## src/hw/rtl/bli_pkg.sv

```systemverilog
// ----------------------------------------------------------------------------
// bli_pkg
// Shared widths, defaults and types of the beam linear interpolator.
// ----------------------------------------------------------------------------
package bli_pkg;

  localparam int unsigned PIX_W             = 8;
  localparam int unsigned FACTOR_W          = 5;
  localparam int unsigned MAX_EXPANSION_DEF = 16;

  localparam logic [FACTOR_W-1:0] FACTOR_RESET = FACTOR_W'(4);

  // Result of one pixel-difference division by the factor
  typedef struct packed {
    logic [PIX_W-1:0]    quot;
    logic [FACTOR_W-1:0] rem;
  } div_res_t;

endpackage

```

## src/hw/rtl/beam_linear_interpolator.sv

```systemverilog
// ----------------------------------------------------------------------------
// beam_linear_interpolator
// Widens rows of 8-bit beam samples by factor E with linear interpolation.
// ----------------------------------------------------------------------------
// A request with a pixel held divides the pixel difference by E bit-serially,
//   then sets up and gives a run of E results, one per cycle unless stalled;
//   no new request is taken until done. A row end with a pixel held adds a
//   repeat run, a one-pixel row gives only that run, a pixel only held none.
// Reset: factor 4, no pixel held, output empty.
module beam_linear_interpolator
  import bli_pkg::*;
#(
  parameter int unsigned MAX_EXPANSION = MAX_EXPANSION_DEF
) (
  input  logic                clk_i,
  input  logic                rst_ni,
  // configuration: expansion factor
  input  logic                cfg_we_i,
  input  logic [FACTOR_W-1:0] cfg_wdata_i,
  // input requests
  input  logic                in_valid_i,
  output logic                in_ready_o,
  input  logic [PIX_W-1:0]    pixel_value_i,
  input  logic                row_end_i,
  input  logic                frame_end_i,
  // output results
  output logic                out_valid_o,
  input  logic                out_ready_i,
  output logic [PIX_W-1:0]    out_pixel_o,
  output logic                run_last_o,
  output logic                out_row_end_o,
  output logic                out_frame_end_o
);

  // Cap compared one bit wider than the register so a cap of 32 still fits
  localparam logic [FACTOR_W:0] MAX_E = (FACTOR_W+1)'(MAX_EXPANSION);

  logic [FACTOR_W-1:0] factor_q;
  logic [FACTOR_W-1:0] factor_eff;

  logic             div_start;
  logic [PIX_W-1:0] div_dividend;
  logic             div_done;
  div_res_t         div_res;

  always_ff @(posedge clk_i or negedge rst_ni) begin
    if (!rst_ni) begin
      factor_q <= FACTOR_RESET;
    end else if (cfg_we_i) begin
      factor_q <= cfg_wdata_i;
    end
  end

  // zero acts as one; anything above the cap saturates
  always_comb begin
    if (factor_q == '0) begin
      factor_eff = FACTOR_W'(1);
    end else if ({1'b0, factor_q} > MAX_E) begin
      factor_eff = MAX_E[FACTOR_W-1:0];
    end else begin
      factor_eff = factor_q;
    end
  end

  // Divides |b - a| by E once per interpolated run; the sequencer then walks
  // the run with a quotient/remainder accumulator, one result per cycle while the output is not stalled.
  bli_div u_div (
    .clk_i      (clk_i),
    .rst_ni     (rst_ni),
    .start_i    (div_start),
    .dividend_i (div_dividend),
    .divisor_i  (factor_eff),
    .done_o     (div_done),
    .res_o      (div_res)
  );

  bli_ctrl u_ctrl (
    .clk_i           (clk_i),
    .rst_ni          (rst_ni),
    .factor_i        (factor_eff),
    .in_valid_i      (in_valid_i),
    .in_ready_o      (in_ready_o),
    .pixel_value_i   (pixel_value_i),
    .row_end_i       (row_end_i),
    .frame_end_i     (frame_end_i),
    .div_start_o     (div_start),
    .div_dividend_o  (div_dividend),
    .div_done_i      (div_done),
    .div_res_i       (div_res),
    .out_valid_o     (out_valid_o),
    .out_ready_i     (out_ready_i),
    .out_pixel_o     (out_pixel_o),
    .run_last_o      (run_last_o),
    .out_row_end_o   (out_row_end_o),
    .out_frame_end_o (out_frame_end_o)
  );

endmodule

```

## src/hw/rtl/bli_div.sv

```systemverilog
// ----------------------------------------------------------------------------
// bli_div
// Restoring divider, one quotient bit per cycle through a single subtractor.
// ----------------------------------------------------------------------------
module bli_div
  import bli_pkg::*;
(
  input  logic                clk_i,
  input  logic                rst_ni,
  input  logic                start_i,
  input  logic [PIX_W-1:0]    dividend_i,
  input  logic [FACTOR_W-1:0] divisor_i,
  output logic                done_o,
  output div_res_t            res_o
);

  localparam int unsigned CNT_W = $clog2(PIX_W);
  localparam logic [CNT_W-1:0] LAST_STEP = CNT_W'(PIX_W - 1);

  logic                busy_q;
  logic                done_q;
  logic [CNT_W-1:0]    cnt_q;
  logic [PIX_W-1:0]    num_q;
  logic [PIX_W-1:0]    quot_q;
  logic [FACTOR_W-1:0] rem_q;
  logic [FACTOR_W-1:0] divisor_q;

  logic [FACTOR_W:0]   trial;
  logic                fits;
  logic [FACTOR_W:0]   diff;
  logic [FACTOR_W-1:0] rem_d;

  // shared compare / subtract
  always_comb begin
    trial = {rem_q, num_q[PIX_W-1]};
    diff  = trial - {1'b0, divisor_q};
    fits  = (trial >= {1'b0, divisor_q});
    rem_d = fits ? diff[FACTOR_W-1:0] : trial[FACTOR_W-1:0];
  end

  always_ff @(posedge clk_i or negedge rst_ni) begin
    if (!rst_ni) begin
      busy_q <= 1'b0;
      done_q <= 1'b0;
      cnt_q  <= '0;
    end else begin
      // one-cycle pulse after the last quotient bit
      done_q <= busy_q && !start_i && (cnt_q == LAST_STEP);
      if (start_i) begin
        busy_q <= 1'b1;
        cnt_q  <= '0;
      end else if (busy_q) begin
        cnt_q <= cnt_q + CNT_W'(1);
        if (cnt_q == LAST_STEP) begin
          busy_q <= 1'b0;
        end
      end
    end
  end

  always_ff @(posedge clk_i) begin
    if (start_i) begin
      num_q     <= dividend_i;
      quot_q    <= '0;
      rem_q     <= '0;
      divisor_q <= divisor_i;
    end else if (busy_q) begin
      num_q  <= {num_q[PIX_W-2:0], 1'b0};
      quot_q <= {quot_q[PIX_W-2:0], fits};
      rem_q  <= rem_d;
    end
  end

  assign done_o     = done_q;
  assign res_o.quot = quot_q;
  assign res_o.rem  = rem_q;

endmodule

```

## src/hw/rtl/bli_ctrl.sv

```systemverilog
// ----------------------------------------------------------------------------
// bli_ctrl
// Sequencer: holds the left pixel, runs the divider, steps the interpolation
// accumulator and drives the output register.
// ----------------------------------------------------------------------------
module bli_ctrl
  import bli_pkg::*;
(
  input  logic                clk_i,
  input  logic                rst_ni,
  input  logic [FACTOR_W-1:0] factor_i,
  input  logic                in_valid_i,
  output logic                in_ready_o,
  input  logic [PIX_W-1:0]    pixel_value_i,
  input  logic                row_end_i,
  input  logic                frame_end_i,
  output logic                div_start_o,
  output logic [PIX_W-1:0]    div_dividend_o,
  input  logic                div_done_i,
  input  div_res_t            div_res_i,
  output logic                out_valid_o,
  input  logic                out_ready_i,
  output logic [PIX_W-1:0]    out_pixel_o,
  output logic                run_last_o,
  output logic                out_row_end_o,
  output logic                out_frame_end_o
);

  typedef enum logic [1:0] {
    ST_IDLE,
    ST_DIV,
    ST_INTERP,
    ST_REPEAT
  } state_e;

  state_e              state_q;
  logic [PIX_W-1:0]    held_q;
  logic                held_valid_q;
  logic [PIX_W-1:0]    pix_q;
  logic                row_last_q;
  logic                frame_last_q;
  logic                neg_q;
  logic signed [PIX_W:0] qd_q;
  logic [FACTOR_W-1:0] rd_q;
  logic [PIX_W-1:0]    q_q;
  logic [FACTOR_W-1:0] r_q;
  logic [FACTOR_W-1:0] k_q;
  logic                out_valid_q;
  logic [PIX_W-1:0]    out_pixel_q;
  logic                run_last_q;
  logic                out_row_end_q;
  logic                out_frame_end_q;

  logic                  accept;
  logic                  row_last_in;
  logic                  out_free;
  logic                  out_load;
  logic                  last_k;
  logic [FACTOR_W-1:0]   factor_m1;
  logic [PIX_W:0]        diff;
  logic [FACTOR_W:0]     r_sum;
  logic                  carry;
  logic [FACTOR_W-1:0]   r_next;
  logic signed [PIX_W+1:0] q_sum;
  logic [PIX_W:0]        quot_ext;

  always_comb begin
    accept      = in_valid_i && (state_q == ST_IDLE);
    row_last_in = row_end_i || frame_end_i;
    out_free    = !out_valid_q || out_ready_i;
    out_load    = out_free && ((state_q == ST_INTERP) || (state_q == ST_REPEAT));
    factor_m1   = factor_i - FACTOR_W'(1);
    last_k      = (k_q == factor_m1);
    diff        = {1'b0, pixel_value_i} - {1'b0, held_q};
    // remainder / quotient accumulator step
    r_sum  = {1'b0, r_q} + {1'b0, rd_q};
    carry  = (r_sum >= {1'b0, factor_i});
    r_next = carry ? FACTOR_W'(r_sum - {1'b0, factor_i}) : r_sum[FACTOR_W-1:0];
    q_sum  = $signed({2'b00, q_q}) + $signed({qd_q[PIX_W], qd_q})
           + $signed({{(PIX_W+1){1'b0}}, carry});
    quot_ext = {1'b0, div_res_i.quot};
  end

  assign in_ready_o     = (state_q == ST_IDLE);
  assign div_start_o    = accept && held_valid_q;
  assign div_dividend_o = diff[PIX_W] ? PIX_W'(-diff) : diff[PIX_W-1:0];

  always_ff @(posedge clk_i or negedge rst_ni) begin
    if (!rst_ni) begin
      state_q         <= ST_IDLE;
      held_q          <= '0;
      held_valid_q    <= 1'b0;
      out_valid_q     <= 1'b0;
      pix_q           <= '0;
      row_last_q      <= 1'b0;
      frame_last_q    <= 1'b0;
      neg_q           <= 1'b0;
      qd_q            <= '0;
      rd_q            <= '0;
      q_q             <= '0;
      r_q             <= '0;
      k_q             <= '0;
      out_pixel_q     <= '0;
      run_last_q      <= 1'b0;
      out_row_end_q   <= 1'b0;
      out_frame_end_q <= 1'b0;
    end else begin
      if (out_load) begin
        out_valid_q <= 1'b1;
      end else if (out_ready_i) begin
        out_valid_q <= 1'b0;
      end
      case (state_q)
        ST_IDLE: begin
          if (accept) begin
            pix_q        <= pixel_value_i;
            row_last_q   <= row_last_in;
            frame_last_q <= frame_end_i;
            neg_q        <= diff[PIX_W];
            k_q          <= '0;
            if (held_valid_q) begin
              state_q <= ST_DIV;
            end else if (row_last_in) begin
              state_q <= ST_REPEAT;
            end else begin
              held_q       <= pixel_value_i;
              held_valid_q <= 1'b1;
            end
          end
        end
        ST_DIV: begin
          if (div_done_i) begin
            // floor division of a signed difference
            if (!neg_q) begin
              qd_q <= $signed(quot_ext);
              rd_q <= div_res_i.rem;
            end else if (div_res_i.rem == '0) begin
              qd_q <= $signed(~quot_ext + (PIX_W+1)'(1));
              rd_q <= '0;
            end else begin
              qd_q <= $signed(~quot_ext);
              rd_q <= factor_i - div_res_i.rem;
            end
            q_q     <= held_q;
            r_q     <= '0;
            k_q     <= '0;
            state_q <= ST_INTERP;
          end
        end
        ST_INTERP: begin
          if (out_free) begin
            out_pixel_q     <= q_q;
            run_last_q      <= last_k && !row_last_q;
            out_row_end_q   <= 1'b0;
            out_frame_end_q <= 1'b0;
            if (last_k) begin
              k_q <= '0;
              if (row_last_q) begin
                held_q       <= '0;
                held_valid_q <= 1'b0;
                state_q      <= ST_REPEAT;
              end else begin
                held_q  <= pix_q;
                state_q <= ST_IDLE;
              end
            end else begin
              k_q <= k_q + FACTOR_W'(1);
              q_q <= q_sum[PIX_W-1:0];
              r_q <= r_next;
            end
          end
        end
        ST_REPEAT: begin
          if (out_free) begin
            out_pixel_q     <= pix_q;
            run_last_q      <= last_k;
            out_row_end_q   <= last_k;
            out_frame_end_q <= last_k && frame_last_q;
            if (last_k) begin
              held_q       <= '0;
              held_valid_q <= 1'b0;
              state_q      <= ST_IDLE;
            end else begin
              k_q <= k_q + FACTOR_W'(1);
            end
          end
        end
        default: begin
          state_q <= ST_IDLE;
        end
      endcase
    end
  end

  assign out_valid_o     = out_valid_q;
  assign out_pixel_o     = out_pixel_q;
  assign run_last_o      = run_last_q;
  assign out_row_end_o   = out_row_end_q;
  assign out_frame_end_o = out_frame_end_q;

endmodule
```

## config.mk

```make
export PLATFORM = sky130hd
export DESIGN_NAME = beam_linear_interpolator
export DESIGN_NICKNAME = d
export VERILOG_FILES = /design/src/hw/rtl/bli_pkg.sv /design/src/hw/rtl/beam_linear_interpolator.sv /design/src/hw/rtl/bli_div.sv /design/src/hw/rtl/bli_ctrl.sv
export SDC_FILE = /design/constraint.sdc
export NUM_CORES = 1
export LEC_CHECK = 0
export ABC_CLOCK_PERIOD_IN_PS = 6900
export BUFFER_PORTS_ARGS = -buffer_cell sky130_fd_sc_hd__buf_2
export CAP_MARGIN = 20
export CELL_PAD_IN_SITES_DETAIL_PLACEMENT = 1
export CELL_PAD_IN_SITES_GLOBAL_PLACEMENT = 1
export CORE_ASPECT_RATIO = 1.75
export CORE_UTILIZATION = 40
export CTS_BUF_LIST = sky130_fd_sc_hd__clkbuf_16
export DETAILED_ROUTE_END_ITERATION = 16
export HOLD_SLACK_MARGIN = 0.05
export PLACE_DENSITY = 0.78
export SLEW_MARGIN = 40
export SYNTH_ARGS = -nofsm -noshare
export SYNTH_HDL_FRONTEND = slang
export SYNTH_SLANG_ARGS = --single-unit
```

## constraint.sdc

```tcl
create_clock -name clk_i -period 6.9 [get_ports clk_i]
set_input_delay 1.38 -clock clk_i [delete_from_list [all_inputs] [get_ports clk_i]]
set_output_delay 1.38 -clock clk_i [all_outputs]
set_load 0.01 [all_outputs]
```

---- Yosys cells after proc, flatten, opt, wreduce, memory -nomap -nowiden ----
Cells that the tools add are included.
storage, ports and cells
  word-level logic and storage cells ...... 157
  output and inout port bits .............. 13
  bits of input ports ..................... 20
  register bits after elaboration ......... 101
operators by class
  bitwise operators ....................... 1
  $add $sub $neg .......................... 12
  multiplexer cells ....................... 70
  equal/unequal tests ..................... 17
  order comparisons ....................... 3
  reduce and logical (&&, ||, !) cells .... 29
operator list
  cell                   number
  $mux W8                18
  $mux W5                14
  $pmux W8 S2            2
  $pmux W8 S3            1
  $pmux W5 S4            1
  $mux W2                9
  $mux W1                17
  $sub A5 B5 Y5          3
  $reduce_and A7 Y1      2
  $ge A6 B5 Y1           2
  $ne A2 B1 Y1 const B   6
  $logic_not A5 Y1       2
  $ne A2 B2 Y1 const B   5
  $pmux W5 S2            1
  $sub A8 B8 Y9          1
  $add A8 B1 Y8 const B  1
  $add A8 B2 Y8          1
  $add A8 B8 Y8          1
  $neg A8 Y8             1
  $not A8 Y8             1
  $pmux W2 S4            1
  $reduce_and A8 Y1      1
  $reduce_bool A2 Y1     4
  $logic_and A1 B1 Y1    7
  21 further kinds       30

---- Depth between registers and ports, before layout ----
Gate-level depths: netlist of run 1.
  depth after elaboration ................. 8
  depth in mapped cells ................... 19
  mapped depth without buffers ............ 19

---- Hierarchy ----
From an unflattened synthesis of run 1, not the netlist that was laid out.
unflattened totals
  cell total of the unflattened synthesis .. 683
  area, all modules ....................... 6289.8 µm²
by module, submodules not included
  module                    area each (µm²)  sequential area each (µm²)  instances  cells each
  bli_ctrl                  4640.7           1626.6                      1          543
  bli_div                   1431.4           775.7                       1          122
  beam_linear_interpolator  217.7            126.4                       1          18

---- Worst setup path after synthesis of run 1 ----
No wires, ideal clock.
  path kind ............................... register -> register
  start ................................... reg u_ctrl.r_q[0]
  end ..................................... reg u_ctrl.q_q[6]
  library setup time ...................... 0.125 ns
  clock period less this slack ............ 4.219 ns
  stages on the path, launching flop included .. 18
  path slack .............................. 2.681 ns
  path buffers ............................ 0
  arrival ................................. 4.094 ns
  data required time ...................... 6.775 ns
  path through ............................ dfrtp_1 -> ha_1 -> fa_1 -> inv_1 -> fa_1 -> maj3_1 -> o21bai_1 -> a21o_1 -> inv_1 -> fa_1 -> fa_1 -> nor2b_1 -> o21ai_0 -> a21oi_1 -> o21ai_0 -> nand4b_1 -> o211ai_1 -> mux2_2
between the ends
  cells in the longest elaborated chain, start to end .. 6
ends and longest elaborated chain
  element                 RTL line         RTL
  from (decl)             bli_ctrl.sv:46   logic [FACTOR_W-1:0] r_q;
  from (signal assigned)  bli_ctrl.sv:169  r_q <= r_next;
  $add A5 B5 Y6           bli_ctrl.sv:76   r_sum = {1'b0, r_q} + {1'b0, rd_q};
  $ge A6 B5 Y1            bli_ctrl.sv:77   carry = (r_sum >= {1'b0, factor_i});
  $add A8 B2 Y8           bli_ctrl.sv:80   + $signed({{(PIX_W+1){1'b0}}, carry});
  $mux W8                 bli_ctrl.sv:156  if (last_k) begin
  $mux W8                 bli_ctrl.sv:151  if (out_free) begin
  $pmux W8 S2             bli_ctrl.sv:113  case (state_q)
  to (signal assigned)    bli_ctrl.sv:144  q_q <= held_q;
  to (signal assigned)    bli_ctrl.sv:168  q_q <= q_sum[PIX_W-1:0];
  to (decl)               bli_ctrl.sv:45   logic [PIX_W-1:0] q_q;
No other way between the ends. The select of a mux whose other input is x is not followed.
A chain may end at the register's enable or synchronous reset.

---- Final worst setup path of run 1 ----
  start ................................... reg factor_q[2]
  end ..................................... reg u_ctrl.q_q[6]
between the ends
  cells in the longest elaborated chain, start to end .. 8
  elaborated cells on any way between the ends .. 13
  classes of those cells .................. add/sub: 2; order compare: 2; eq/ne: 2; mux: 5; reduce/logical: 2
ends and longest elaborated chain
  element                  RTL line                        RTL
  from (decl)              beam_linear_interpolator.sv:38  logic [FACTOR_W-1:0] factor_q;
  from (signal assigned)   beam_linear_interpolator.sv:50  factor_q <= cfg_wdata_i;
  $gt A5 B5 Y1             beam_linear_interpolator.sv:58  end else if ({1'b0, factor_q} > MAX_E) begin
  $mux W5                  beam_linear_interpolator.sv:58
  $mux W5 *                beam_linear_interpolator.sv:56  if (factor_q == '0) begin
  named net factor_eff[0]  beam_linear_interpolator.sv:39  logic [FACTOR_W-1:0] factor_eff;
  $ge A6 B5 Y1             bli_ctrl.sv:77
  $add A8 B2 Y8            bli_ctrl.sv:80
  $mux W8                  bli_ctrl.sv:156
  $mux W8                  bli_ctrl.sv:151
  $pmux W8 S2              bli_ctrl.sv:113
The timed path passes the listed nets; every way through them passes the cells marked *. The select of a mux whose other input is x is not followed.

==> results of run 1 <==
==> flip-flops by register name (all words and copies together) (netlist names), 2 cells and up <==
name                count
u_ctrl.held_q           8
factor_q                5
u_ctrl.out_pixel_o      8
u_div.num_q             8
u_div.cnt_q             3
u_ctrl.rd_q             5
u_div.divisor_q         5
u_div.quot_q            8
u_ctrl.qd_q             8
u_ctrl.k_q              5
u_div.rem_q             5
u_ctrl.pix_q            8
u_ctrl.r_q              5
u_ctrl.q_q              8
u_ctrl.state_q          2
==> metrics by stage <==
stage               total power (uW)  std cells   util  area [um2]
finish                          2480        867  0.449        6670
global route                    2670        867  0.449        6670
CTS                             2500        867  0.448        6650
floorplan                       1690        658      -        6070
detailed placement              2000        851  0.429        6370
global placement                1920        851  0.429        6370
==> per-layer routing <==
| metal | track usage | routed length (um) |
|---|---|---|
| met1 | 0.226 | 6270 |
| met2 | 0.405 | 8680 |
| met3 | 0.0290 | 253 |
| met4 | 0.107 | 619 |
| met5 | 0 | 0 |
==> critical path: stages (launching register included) <==
cell,delay [ps]
dfstp_2,590
nor3_1,70
o21ai_1,290
inv_1,110
ha_1,250
fa_1,410
maj3_1,370
o21bai_1,240
a21o_1,280
inv_1,90
fa_1,410
fa_1,400
nor2b_1,170
o21ai_0,110
a21oi_1,190
o21ai_0,130
nand4b_1,120
o211ai_1,100
mux2_2,280
==> cells by family (layout without fill, tap and decap cells) <==
kind of cell	after synthesis	after routing	share of synthesized area
AOI/OAI and AO/OA	157	157	0.159
DFF	101	101	0.417
and+or+nand+nor	210	210	0.157
xor gates and xnor gates	37	37	0.0534
muxes	37	37	0.0645
buffers and inverters	69	95	0.0445
adders and majority gates	47	47	0.104
==> cell usage in the layout, fill, tap and decap left out, drive strengths merged, types with 4 or more instances in the layout <==
master  Yosys  layout
nor2b      15      15
dfxtp      13      13
dfrtp      74      74
o211ai      4       4
a211oi      7       7
mux2i      26      26
nand2b      8       8
inv        46      50
o31ai       4       4
xor2       13      13
a31oi       4       4
and2        7       7
a21o        8       8
a21oi      42      42
fa          7       7
xnor2      24      24
mux2       11      11
o21ai      59      59
clkbuf     19       9
nand3       4       4
nor3       14      14
nand2     103     103
ha         37      37
nor2       44      44
edfxtp     13      13
buf         3      32
==> final cells by class <==
class	count	area [um2]	share of cell area
clock inverter	7	57.6	0.00863
tap	183	229	0.0343
clock buffer	9	225	0.0338
multi-input combinational	488	3280	0.492
inverter	47	176	0.0265
timing repair buffer	32	166	0.0250
sequential	101	2530	0.379
==> power by group <==
group | switching [uW] | internal [uW] | total [uW]
combinational | 608 | 454 | 1060
clock | 245 | 250 | 495
sequential | 176 | 750 | 926
==> final timing paths <==
check	slack, ps	start	to
setup / recovery	2170	factor_q[2]$_DFFE_PN1P_	u_ctrl.q_q[6]$_DFFE_PN0P_
hold / removal	480	u_ctrl.run_last_o$_DFFE_PN0P_	u_ctrl.run_last_o$_DFFE_PN0P_
setup reg to reg	2170	factor_q[2]$_DFFE_PN1P_	u_ctrl.q_q[6]$_DFFE_PN0P_
hold reg to reg	480	u_ctrl.run_last_o$_DFFE_PN0P_	u_ctrl.run_last_o$_DFFE_PN0P_
max in group asynchronous	5320	rst_ni	u_div.busy_q$_DFF_PN0_
min in group asynchronous	1030	rst_ni	u_ctrl.k_q[2]$_DFFE_PN0P_
==> results.toml, run 1 <==
[outcome]
status = "finished, final reports clean"

[logic_synthesis]
synth_cells = 658
synth_top_cell_by_area = "dfrtp_1"
synth_area_per_cell_um2 = 9.22
synth_area_leaders = "dfrtp_1, ha_1, edfxtp_1, nand2_1, o21ai_0"
synth_edf_count = 13
synthDistinctLibCells = 63
synth_flop_cell = "dfrtp_1"
yosys-top-cells-count = "nand2_1, dfrtp_1, o21ai_0, inv_1, nor2_1"
synth_top_area_share = 0.305
netlist_area_um2 = 6070
synth_nets = 722
ys_seq_area_frac = 0.417
synth.most_common_cell = "nand2_1"
synth_warnings = 0
synthArstFlopShare = 0.743
ys_ff_latch = 101

[global_route]
grt-ovfl-total = 0
grt_usage = 0.215
antenna_found_initial = 0
grt_first_pass_wirelength_um = 25700
grt_max_degree = 76
grt_pass1_vias = 5291

[die]
core_um2 = 14800
start_util = 0.409
die_w_um = 95.1
num_rows = 59
die_y_um = 165
io_pins = 33
dieArea_um2 = 15700

[clock_tree]
ctsLongestPathBuffers = 2
ctsResizeCount = 0
cts_tree = "done"
cts_setup_buffers = 0
clkSinkCount = 101
clkLatencyLatePin_ps = 360
numCtsBuffers = 9
root_buffer = "clkbuf_16"
ctsHtreeMaxLevel = 3
hold_buffers = 0
path_clk_slew_ps = 80

[sta]
fin_skew_ps = 14.2
period_needed_ps = 4730
worst_pin_slew_ps = 784
holdWs_ps = 481
period_share = 0.686
finalSetupViolCount = 0
rsz0062_at_grt = "false"
max_freq_mhz = 211
report.final.slew_viol_count = 0
hold_violations = 0
finalSetupTns_ps = 0
slew_headroom = 0.475
fin_ws_ps = 2170

[routing]
wirelength_um = 15800
postRouteAntennaNets = 0
drc = 0
via_count = 4793
via_per_inst = 5.53
drtIter0Drc = 188
wire_per_inst_um = 18.3
drt_pass1_iterations = 4

[critical_path]
cp-start-kind = "flip-flop"
path_max_fanout = 8
worstPathArrival_ps = 4970
required_ps = 7130
path_class = "reg -> reg"
end_kind = "flip-flop"
ff2ff_path_depth = 18

[job]
cap_viol_max_count = 0

[cells_and_area]
nNetsFinal = 743
nFillCells = 1715
syn_to_final_growth_pct = 9.85
diodes = 0
drive_gt1_frac = 0.0994

[placement]
place_ws_ps = 2180
hpwl_um = 12100
port_buffers = 32
place_congestion = 0.947

[min_path]
worstHoldPathCells = 1
hold_path.class = "reg -> reg"

[pwr]
total_leakage_power_uw = 0.00304
power_density_nw_per_um2 = 372
ir_drop_mv = 0.126
Power figures use the tool's default switching activity.
==> inputs of run 2 (changes only) <==
ABC_CLOCK_PERIOD_IN_PS = 4490   (was 6900)
clock period = 4.49 ns   (was 6.9 ns; I/O delays follow)
==> run 2 against run 1 <==
  * First-iteration DRC count down 43%
  * Routed wire length down 1.5%
  * Worst setup slack worse by 1900 ps
  * Register-to-register slack worse by 1900 ps
  * Non-clock buffer count up 5
  * Fmax up 11%
  * Sequential power up 53%
  * Count of clock-buffer cells in the layout unchanged
  * Critical path depth down 1
  * Die area unchanged
  * Worst hold slack worse by 6.5 ps
==> results.toml, run 2 (synthesis gave the netlist of run 1 again) <==
[sta]
period_needed_ps = 4260
hold_violations = 0
period_share = 0.950
slew_headroom = 0.493
fin_ws_ps = 225
rsz0062_at_grt = "false"
worst_pin_slew_ps = 757
report.final.slew_viol_count = 0
max_freq_mhz = 234
finalSetupViolCount = 0
fin_skew_ps = 8.54

[routing]
via_count = 4758
drt_pass1_iterations = 4
dr_wl_met2_um = 8500
drtIter0Drc = 108
drc = 0
wire_per_inst_um = 17.9
wl_met1_um = 6240
postRouteAntennaNets = 0
via_per_inst = 5.46
top_layer = "met4"
wirelength_um = 15600
met3_length_um = 279

[critical_path]
cp_common_cell = "fa_2"
path_max_fanout = 3
ff2ff_path_depth = 17
worstPathCellList = "ha_2 > fa_2 > inv_1 > fa_2 > maj3_1 > o21bai_1 > a21o_1 > inv_1 > fa_2 > fa_2 > nor2b_2 > o21ai_1 > a21oi_1 > o21ai_1 > nand4b_1 > o211ai_1 > mux2_2"
worstPathArrival_ps = 4490
critPathMaxStageDelay_ps = 570
required_ps = 4720
end_kind = "flip-flop"
cpMaxStageDelayCell = "fa_2"
path_class = "reg -> reg"
cp-start-kind = "flip-flop"

[die]
io_pins = 33
start_util = 0.409
die_y_um = 165
num_rows = 59
die_w_um = 95.1
dieArea_um2 = 15700
core_um2 = 14800

[cells_and_area]
nFillCells = 1732
layout_commonest_cell = "nand2_1"
design_area_um2 = 6720
mostFrequentLayoutCells = "nand2_1, dfrtp_1, o21ai_0"
nNetsFinal = 748
syn_to_final_growth_pct = 10.7
drive_gt1_frac = 0.112
diodes = 0
fin_util = 0.453

[clock_tree]
root_buffer = "clkbuf_16"
hold_buffers = 0
numCtsBuffers = 9
path_clk_slew_ps = 70
ctsLongestPathBuffers = 2
cts_tree = "done"
clkLatencyLatePin_ps = 340
ctsHtreeMaxLevel = 3
clkSinkCount = 101

[global_route]
grt_pass1_vias = 5051
grt-ovfl-total = 0
grt_max_degree = 76
grt_first_pass_wirelength_um = 25500
antenna_found_initial = 0
grt_usage = 0.212

[outcome]
status = "finished, final reports clean"

[job]
cap_viol_max_count = 0

[pwr]
p_sw_uw = 1550
power_density_nw_per_um2 = 574
internal-power_uw = 2310
combPwrFrac = 0.439
p_clk_frac = 0.192
total_leakage_power_uw = 0.00307
ir_drop_mv = 0.183
pwr-share-seq = 0.369
swShare = 0.401

[placement]
place_ws_ps = -62.9
hpwl_um = 11900
postPlaceCellArea_um2 = 6390
place_congestion = 0.834
port_buffers = 32

[min_path]
hold_path.class = "reg -> reg"
worstHoldPathCells = 1
## run 2: power by group through the flow
| stage | sequential [uW] | clock, uW | combinational [uW] |
|---|---|---|---|
| floorplan | 1320 | 0 | 1270 |
| finish | 1420 | 740 | 1690 |
| CTS | 1420 | 761 | 1690 |
| global placement | 1420 | 0 | 1560 |
| global route | 1460 | 795 | 1890 |
| detailed placement | 1440 | 0 | 1660 |
## run 2: cell type report
| cell class | count | area (um2) | share of cell area |
|---|---|---|---|
| multi-input combinational | 488 | 3310 | 0.492 |
| sequential | 101 | 2530 | 0.376 |
| tap | 183 | 229 | 0.0341 |
| clock buffer | 9 | 225 | 0.0335 |
| timing repair buffer | 37 | 204 | 0.0303 |
| inverter | 47 | 176 | 0.0262 |
| clock inverter | 6 | 48.8 | 0.00726 |
## run 2: metal layers
metal | vias up | GRT usage
li1 | 2317 | -
met1 | 2351 | 0.239
met2 | 58 | 0.388
met3 | 32 | 0.0235
met4 | 0 | 0.0999
met5 | - | 0
## run 2: stage by stage
stage,hold slack [ps],TNS [ps],total power (uW),instances
6_report,474,0,3860,871
3_5_place_dp,470,-62.9,3100,854
3_3_place_gp,457,0,2980,854
4_1_cts,484,0,3870,869
2_1_floorplan,446,0,2590,658
5_1_grt,512,0,4140,871
## run 2: final timing paths
| path | start | end | slack (ps) |
|---|---|---|---|
| setup / recovery | u_ctrl.r_q[0]$_DFFE_PN0P_ | u_ctrl.q_q[6]$_DFFE_PN0P_ | 230 |
| hold / removal | u_ctrl.run_last_o$_DFFE_PN0P_ | u_ctrl.run_last_o$_DFFE_PN0P_ | 470 |
| setup reg to reg | u_ctrl.r_q[0]$_DFFE_PN0P_ | u_ctrl.q_q[6]$_DFFE_PN0P_ | 230 |
| hold reg to reg | u_ctrl.run_last_o$_DFFE_PN0P_ | u_ctrl.run_last_o$_DFFE_PN0P_ | 470 |
| max in group asynchronous | rst_ni | u_div.busy_q$_DFF_PN0_ | 3360 |
| min in group asynchronous | rst_ni | u_ctrl.k_q[2]$_DFFE_PN0P_ | 580 |
## run 2: what timing repair did
item	in CTS	in global routing
gates resized for setup	2	8
buffers inserted	0	2
pin swaps	1	6
setup endpoints to repair	1	2
## run 2: worst max-delay path, delay by kind of cell, from the launching register on
| kind | cells | cell delay, ps |
|---|---|---|
| compound gates | 6 | 870 |
| fa+ha+maj | 6 | 2240 |
| buf+inv | 2 | 140 |
| flops | 1 | 390 |
| mux | 1 | 270 |
| simple gates | 2 | 240 |
